--- config.mk ---
export PLATFORM = sky130hd
export DESIGN_NAME = bcps_ctrl
export DESIGN_NICKNAME = d
export VERILOG_FILES = /design/src/design/bcps_pkg.sv /design/src/design/bcps_ctrl.sv
export SDC_FILE = /design/constraint.sdc
export NUM_CORES = 1
export LEC_CHECK = 0
export BUFFER_PORTS_ARGS = -buffer_cell sky130_fd_sc_hd__buf_4
export CAP_MARGIN = 20
export CORE_MARGIN = 1.5
export CORE_UTILIZATION = 35
export CTS_BUF_LIST = sky130_fd_sc_hd__clkbuf_8
export DETAILED_ROUTE_END_ITERATION = 12
export PLACE_DENSITY = 0.56
export SYNTH_ARGS = -nofsm -noshare
export SYNTH_HDL_FRONTEND = slang
export SYNTH_SLANG_ARGS = --single-unit
export TNS_END_PERCENT = 30
--- constraint.sdc ---
create_clock -name clk -period 2.5 [get_ports clk]
set_input_delay 0.125 -clock clk [delete_from_list [all_inputs] [get_ports clk]]
set_output_delay 0.125 -clock clk [all_outputs]
set_load 0.02 [all_outputs]
--- src/design/bcps_pkg.sv ---
package bcps_pkg;

    localparam int CoordW         = 32;
    localparam int LenW           = 33;
    localparam int SumW           = 34;
    localparam int ShareW         = 31;
    localparam int IdxW           = 16;
    localparam int MaxVerticesDef = 65536;

    typedef logic signed [CoordW-1:0] coord_t;
    typedef logic [LenW-1:0]          len_t;

    typedef enum logic [1:0] {
        LEN_CP = 2'd0,
        LEN_PS = 2'd1,
        LEN_SS = 2'd2
    } len_sel_t;

    typedef enum logic [1:0] {
        EM_INNER      = 2'd0,
        EM_CLOSE_LAST = 2'd1,
        EM_CLOSE_START = 2'd2
    } emit_sel_t;

    typedef struct packed {
        logic            cap;
        logic            cap_start;
        logic            cap_second;
        logic            mids;
        logic            len_go;
        len_sel_t        len_sel;
        logic            emit_go;
        emit_sel_t       emit_sel;
        logic            out_load;
        logic            out_plain;
        logic [IdxW-1:0] out_idx;
        logic            out_last;
        logic            commit;
    } cmd_t;

    typedef struct packed {
        logic len_done;
        logic emit_done;
    } sts_t;

endpackage

--- src/design/bcps_ctrl.sv ---
module bcps_ctrl #(
    parameter int MAX_VERTICES = bcps_pkg::MaxVerticesDef
) (
    input  logic           clk,
    input  logic           rst_n,
    input  logic           in_valid,
    output logic           in_ready,
    input  logic           final_point,
    input  logic           cfg_valid,
    output logic           cfg_ready,
    input  logic           closed_curve,
    output logic           out_valid,
    input  logic           out_ready,
    output bcps_pkg::cmd_t cmd,
    input  bcps_pkg::sts_t sts
);
    import bcps_pkg::*;

    localparam int CW = (MAX_VERTICES > 2) ? $clog2(MAX_VERTICES) : 1;
    localparam logic [1:0] SUB_GO   = 2'd0;
    localparam logic [1:0] SUB_WAIT = 2'd1;
    localparam logic [1:0] SUB_OUT  = 2'd2;

    typedef enum logic [10:0] {
        S_IDLE     = 11'b00000000001,
        S_FIRST    = 11'b00000000010,
        S_MID      = 11'b00000000100,
        S_LEN_B    = 11'b00000001000,
        S_EMIT_IN  = 11'b00000010000,
        S_END_OPEN = 11'b00000100000,
        S_LEN_C    = 11'b00001000000,
        S_LEN_S    = 11'b00010000000,
        S_EMIT_CL  = 11'b00100000000,
        S_EMIT_CS  = 11'b01000000000,
        S_COMMIT   = 11'b10000000000
    } ctrl_state_t;

    ctrl_state_t     state_reg, state_next, after_inner;
    logic [1:0]      sub_reg, sub_next;
    logic [CW-1:0]   count_reg, count_next, idx_reg, idx_m1;
    logic            fin_reg, closed_reg, mode_reg, out_valid_reg, out_valid_next;
    logic            fin_in, out_free, accept;

    assign in_ready  = (state_reg == S_IDLE);
    assign cfg_ready = 1'b1;
    assign accept    = in_valid && in_ready;
    assign fin_in    = final_point || (count_reg == CW'(MAX_VERTICES - 1));
    assign out_free  = !out_valid_reg || out_ready;
    assign idx_m1    = idx_reg - CW'(1);
    assign after_inner = fin_reg ? (closed_reg ? S_LEN_C : S_END_OPEN) : S_COMMIT;

    always_comb
    begin
        cmd        = '0;
        state_next = state_reg;
        sub_next   = sub_reg;
        count_next = count_reg;
        case (state_reg)
            S_IDLE:
            begin
                if (in_valid)
                begin
                    cmd.cap        = 1'b1;
                    cmd.cap_start  = (count_reg == '0);
                    cmd.cap_second = (count_reg == CW'(1));
                    if (count_reg == '0)
                    begin
                        count_next = fin_in ? '0 : CW'(1);
                        state_next = (!mode_reg || fin_in) ? S_FIRST : S_IDLE;
                    end
                    else
                        state_next = S_MID;
                end
            end
            S_FIRST:
            begin
                cmd.out_plain = 1'b1;
                cmd.out_last  = fin_reg;
                if (out_free)
                begin
                    cmd.out_load = 1'b1;
                    state_next   = S_IDLE;
                end
            end
            S_MID:
            begin
                cmd.mids   = 1'b1;
                sub_next   = SUB_GO;
                state_next = S_LEN_B;
            end
            S_LEN_B, S_LEN_C, S_LEN_S:
            begin
                cmd.len_sel = (state_reg == S_LEN_B) ? LEN_CP :
                              (state_reg == S_LEN_C) ? LEN_PS : LEN_SS;
                if (sub_reg == SUB_GO)
                begin
                    cmd.len_go = 1'b1;
                    sub_next   = SUB_WAIT;
                end
                else if (sts.len_done)
                begin
                    sub_next = SUB_GO;
                    if (state_reg == S_LEN_B)
                        state_next = (idx_reg > CW'(1)) ? S_EMIT_IN : after_inner;
                    else if (state_reg == S_LEN_C)
                        state_next = S_LEN_S;
                    else
                        state_next = S_EMIT_CL;
                end
            end
            S_EMIT_IN, S_EMIT_CL, S_EMIT_CS:
            begin
                cmd.emit_sel = (state_reg == S_EMIT_IN) ? EM_INNER :
                               (state_reg == S_EMIT_CL) ? EM_CLOSE_LAST : EM_CLOSE_START;
                cmd.out_idx  = (state_reg == S_EMIT_IN) ? IdxW'(idx_m1) :
                               (state_reg == S_EMIT_CL) ? IdxW'(idx_reg) : '0;
                cmd.out_last = (state_reg == S_EMIT_CS);
                case (sub_reg)
                    SUB_GO:
                    begin
                        cmd.emit_go = 1'b1;
                        sub_next    = SUB_WAIT;
                    end
                    SUB_WAIT:
                    begin
                        if (sts.emit_done)
                            sub_next = SUB_OUT;
                    end
                    default:
                    begin
                        if (out_free)
                        begin
                            cmd.out_load = 1'b1;
                            sub_next     = SUB_GO;
                            if (state_reg == S_EMIT_IN)
                                state_next = after_inner;
                            else if (state_reg == S_EMIT_CL)
                                state_next = S_EMIT_CS;
                            else
                                state_next = S_COMMIT;
                        end
                    end
                endcase
            end
            S_END_OPEN:
            begin
                cmd.out_plain = 1'b1;
                cmd.out_idx   = IdxW'(idx_reg);
                cmd.out_last  = 1'b1;
                if (out_free)
                begin
                    cmd.out_load = 1'b1;
                    state_next   = S_COMMIT;
                end
            end
            S_COMMIT:
            begin
                if (fin_reg)
                    count_next = '0;
                else
                begin
                    cmd.commit = 1'b1;
                    count_next = idx_reg + CW'(1);
                end
                state_next = S_IDLE;
            end
            default: state_next = S_IDLE;
        endcase
    end

    assign out_valid_next = cmd.out_load ? 1'b1 : (out_ready ? 1'b0 : out_valid_reg);

    always_ff @(posedge clk or negedge rst_n)
    begin
        if (!rst_n)
        begin
            state_reg     <= S_IDLE;
            sub_reg       <= SUB_GO;
            count_reg     <= '0;
            idx_reg       <= '0;
            fin_reg       <= 1'b0;
            closed_reg    <= 1'b0;
            mode_reg      <= 1'b0;
            out_valid_reg <= 1'b0;
        end
        else
        begin
            state_reg     <= state_next;
            sub_reg       <= sub_next;
            count_reg     <= count_next;
            out_valid_reg <= out_valid_next;
            if (cfg_valid)
                mode_reg <= closed_curve;
            if (accept)
            begin
                idx_reg    <= count_reg;
                fin_reg    <= fin_in;
                closed_reg <= mode_reg;
            end
        end
    end

    assign out_valid = out_valid_reg;

endmodule

==> results.py <==
metrics = {
    "run_status": {
        "status": "complete, but fails checks",
        "violations": "design-rule violations, negative setup slack",
    },
    "routing": {
        "first_pass_iters": 9,
        "wirelength_um": 9820,
        "via_per_inst": 5.67,
        "vias": 3101,
        "ant_nets": 0,
        "drc": 6,
        "wl_per_cell_um": 18.0,
        "drt_iter0_drc": 295,
    },
    "critical_path": {
        "worst-r2r-cell-count": 7,
        "r2r-start": "idx_reg[8]$_DFFE_PN0P_",
        "r2r_slack_ns": 0.11,
        "r2r-end": "state_reg[6]$_DFFE_PN0P_",
        "critPathRequiredTime_ns": 2.38,
        "path_max_fanout": 4,
        "arrival_ns": 2.39,
        "cpMaxStageDelayCell": "or4_4",
        "crit_type": "flip-flop to output port",
        "start_kind": "flip-flop",
        "crit_chain": "or4_4, or3_4, nor3_4, buf_6, a31oi_1, o21ai_1, o21ai_0, buf_4",
        "critPathMaxStageDelay_ns": 0.54,
        "endpoint_kind": "output port",
    },
    "timing": {
        "fin_ws_ns": -0.0119,
        "rsz0062_at_grt": "yes",
        "fmax_ghz": 0.398,
        "whs_ns": 0.0510,
        "hold_viol_final": 0,
        "slew-limit-headroom_pct": 57.2,
        "tightest_slew_ns": 0.634,
        "fin_setup_tns_ns": -0.0180,
        "setup_viol": 2,
        "finalCritPeriodShare_pct": 100,
        "min_period_ns": 2.51,
        "slew_viol_final": 0,
        "finClkSkew_ns": 0.00911,
    },
    "logic_synthesis": {
        "synth.distinct_cells": 53,
        "synth_edf_count": 0,
        "synth_commonest_cells": "48 x dfrtp_1, 47 x nand2_1, 41 x o21ai_0, 24 x nor2_1",
        "yosys_warnings": 0,
        "yosysMostFrequentCell": "dfrtp_1",
        "yosys.area.top_type_share_pct": 37.2,
        "syn_inst": 380,
        "synth_nets": 392,
        "ys_ff_latch": 49,
        "synth_area_leaders": "dfrtp_1 37%, o21ai_0 6.4%, mux2_2 5.9%",
        "syn_area_per_cell_um2": 8.49,
        "synth-async-reset-ratio_pct": 100,
        "syn-cell-area_mm2": 0.00323,
        "yosysTopAreaCell": "dfrtp_1",
        "yosysSeqAreaShare_pct": 38.1,
        "synth_flop_cell": "dfrtp_1",
    },
    "finish": {
        "antenna_cells": 0,
        "fill_cells": 846,
        "drive_above_1_share_pct": 31.0,
        "post-route-util_pct": 46.6,
        "synthToLayoutAreaGrowth_pct": 27.2,
        "nets": 450,
    },
    "clocking": {
        "cts_buffer_depth": 2,
        "clock-sinks": 49,
        "path_clk_slew_ns": 0.10,
        "cts_tree": "built",
        "worstSkewPairLatency_ns": 0.31,
        "cts.htree.levels": 2,
        "cts-root-buf": "clkbuf_8",
        "cts_made_buffers": 5,
    },
    "grt": {
        "grt_pass1_wl_um": 15400,
        "grt_pass1_vias": 2889,
        "grt_max_degree": 50,
        "gr-total-overflow": 0,
        "antenna_found_initial": 0,
        "grt_usage_pct": 19.9,
    },
    "die": {
        "die_w_um": 99,
        "die_y_um": 99,
        "ios": 42,
        "die-area_mm2": 0.00980,
        "num_rows": 34,
        "coreArea_mm2": 0.00881,
        "start_util_pct": 36.6,
    },
    "job": {
        "maxCapViolCount": 0,
    },
    "min_path": {
        "hold_depth": 2,
        "worstHoldEndpoint": "mode_reg$_DFFE_PN0P_",
        "hold_class": "input port to flip-flop",
        "hold_start": "closed_curve",
    },
    "power_and_ir_drop": {
        "ir_drop_v": 0.000384,
        "p_leak_nw": 1.74,
        "p_per_area_mw_per_mm2": 967,
    },
    "placed_design": {
        "gp_congestion": 0.841,
        "port_buffers": 40,
        "dp_hpwl_um": 7040,
    },
}
==> cells in the final DEF, fill, tap and decap left out, drive strengths merged, types with 2 or more instances in the layout <==
cell         instances
a31oi                3
and2                 3
nand3               13
or4                  5
nor2b                4
nor3b                2
o21a                 5
o41ai                3
nand2               47
nand2b               2
o21ai               51
or3                  7
o211ai               5
dlygate4sd3          2
nor4b                6
nor3                16
dfrtp               48
xor2                 8
clkbuf               6
xnor2               12
buf                 76
nor2                24
nand4               11
a21oi               17
nor4                 8
inv                 16
a211oi               3
and3                 2
ha                   3
mux2                17
==> logic make-up after synthesis <==
group                      after synthesis  share of synthesized area [%]
AOI/OAI and AO/OA                       93                           16.8
xor gates and xnor gates                20                           5.43
adders and majority gates                3                           1.16
buffers and inverters                   43                           6.21
DFF                                     49                           38.1
muxes                                   18                           6.25
other                                    1                          0.116
and+or+nand+nor                        153                           26.0
==> worst max-delay path, delay by kind of cell, from the launching register on <==
family,cells,cell delay (ns)
compound gates,3,0.29
buf+inv,2,0.32
flops,1,0.39
simple gates,3,1.08
==> repair_timing <==
item / CTS / global route
setup buffers: 4 / 4
pin swaps: 3 / 5
hold buffers: 1 / 1
resized for setup: 10 / 36
hold endpoints to repair: 48 / 1
gates cloned: 0 / 1
setup endpoints to repair: 16 / 25
==> final cells by class <==
class | count | area (um^2) | area share, %
Multi-Input combinational cell | 289 | 1940 | 47.3
Clock inverter | 2 | 33.8 | 0.824
Sequential cell | 49 | 1240 | 30.2
Tap cell | 108 | 135 | 3.29
Inverter | 15 | 56.3 | 1.37
Clock buffer | 6 | 82.6 | 2.01
Timing Repair Buffer | 78 | 618 | 15.1
==> layer usage <==
metal / share of wire, % / GRT usage, %
met1: 46 / 27.9
met2: 47 / 32.7
met3: 5.6 / 2.98
met4: 1.2 / 3.74
met5: 0 / 0
==> worst max-delay path by stage <==
| stage | startpoint | end | depth (start not counted) |
|---|---|---|---|
| after floorplan | state_reg[9]$_DFFE_PN0P_ | cmd[27] | 8 |
| after global placement | state_reg[9]$_DFFE_PN0P_ | state_reg[8]$_DFFE_PN0P_ | 7 |
| after detailed placement | state_reg[9]$_DFFE_PN0P_ | state_reg[4]$_DFFE_PN0P_ | 7 |
| after CTS | state_reg[9]$_DFFE_PN0P_ | cmd[9] | 7 |
| after global routing | state_reg[1]$_DFFE_PN0P_ | cmd[14] | 10 |
| final | idx_reg[8]$_DFFE_PN0P_ | cmd[17] | 8 |
==> metrics by stage <==
stage               total power, mW  instance area [um^2]  setup WS (ns)  instances
global placement               3.20                  3750         0.0963        528
floorplan                      2.56                  3230        0.00340        380
global route                   4.25                  4100         -0.119        547
detailed placement             3.22                  3750         0.0829        528
CTS                            3.87                  3950        -0.0815        541
finish                         3.97                  4100        -0.0119        547
==> power by group <==
part           switching [mW]  internal, mW  leakage, nW  total, mW
sequential              0.377          1.07        0.535       1.45
combinational            1.06         0.849         1.14       1.91
clock                   0.285         0.323       0.0626      0.608
No activity file was read; power rests on OpenSTA's default activity.
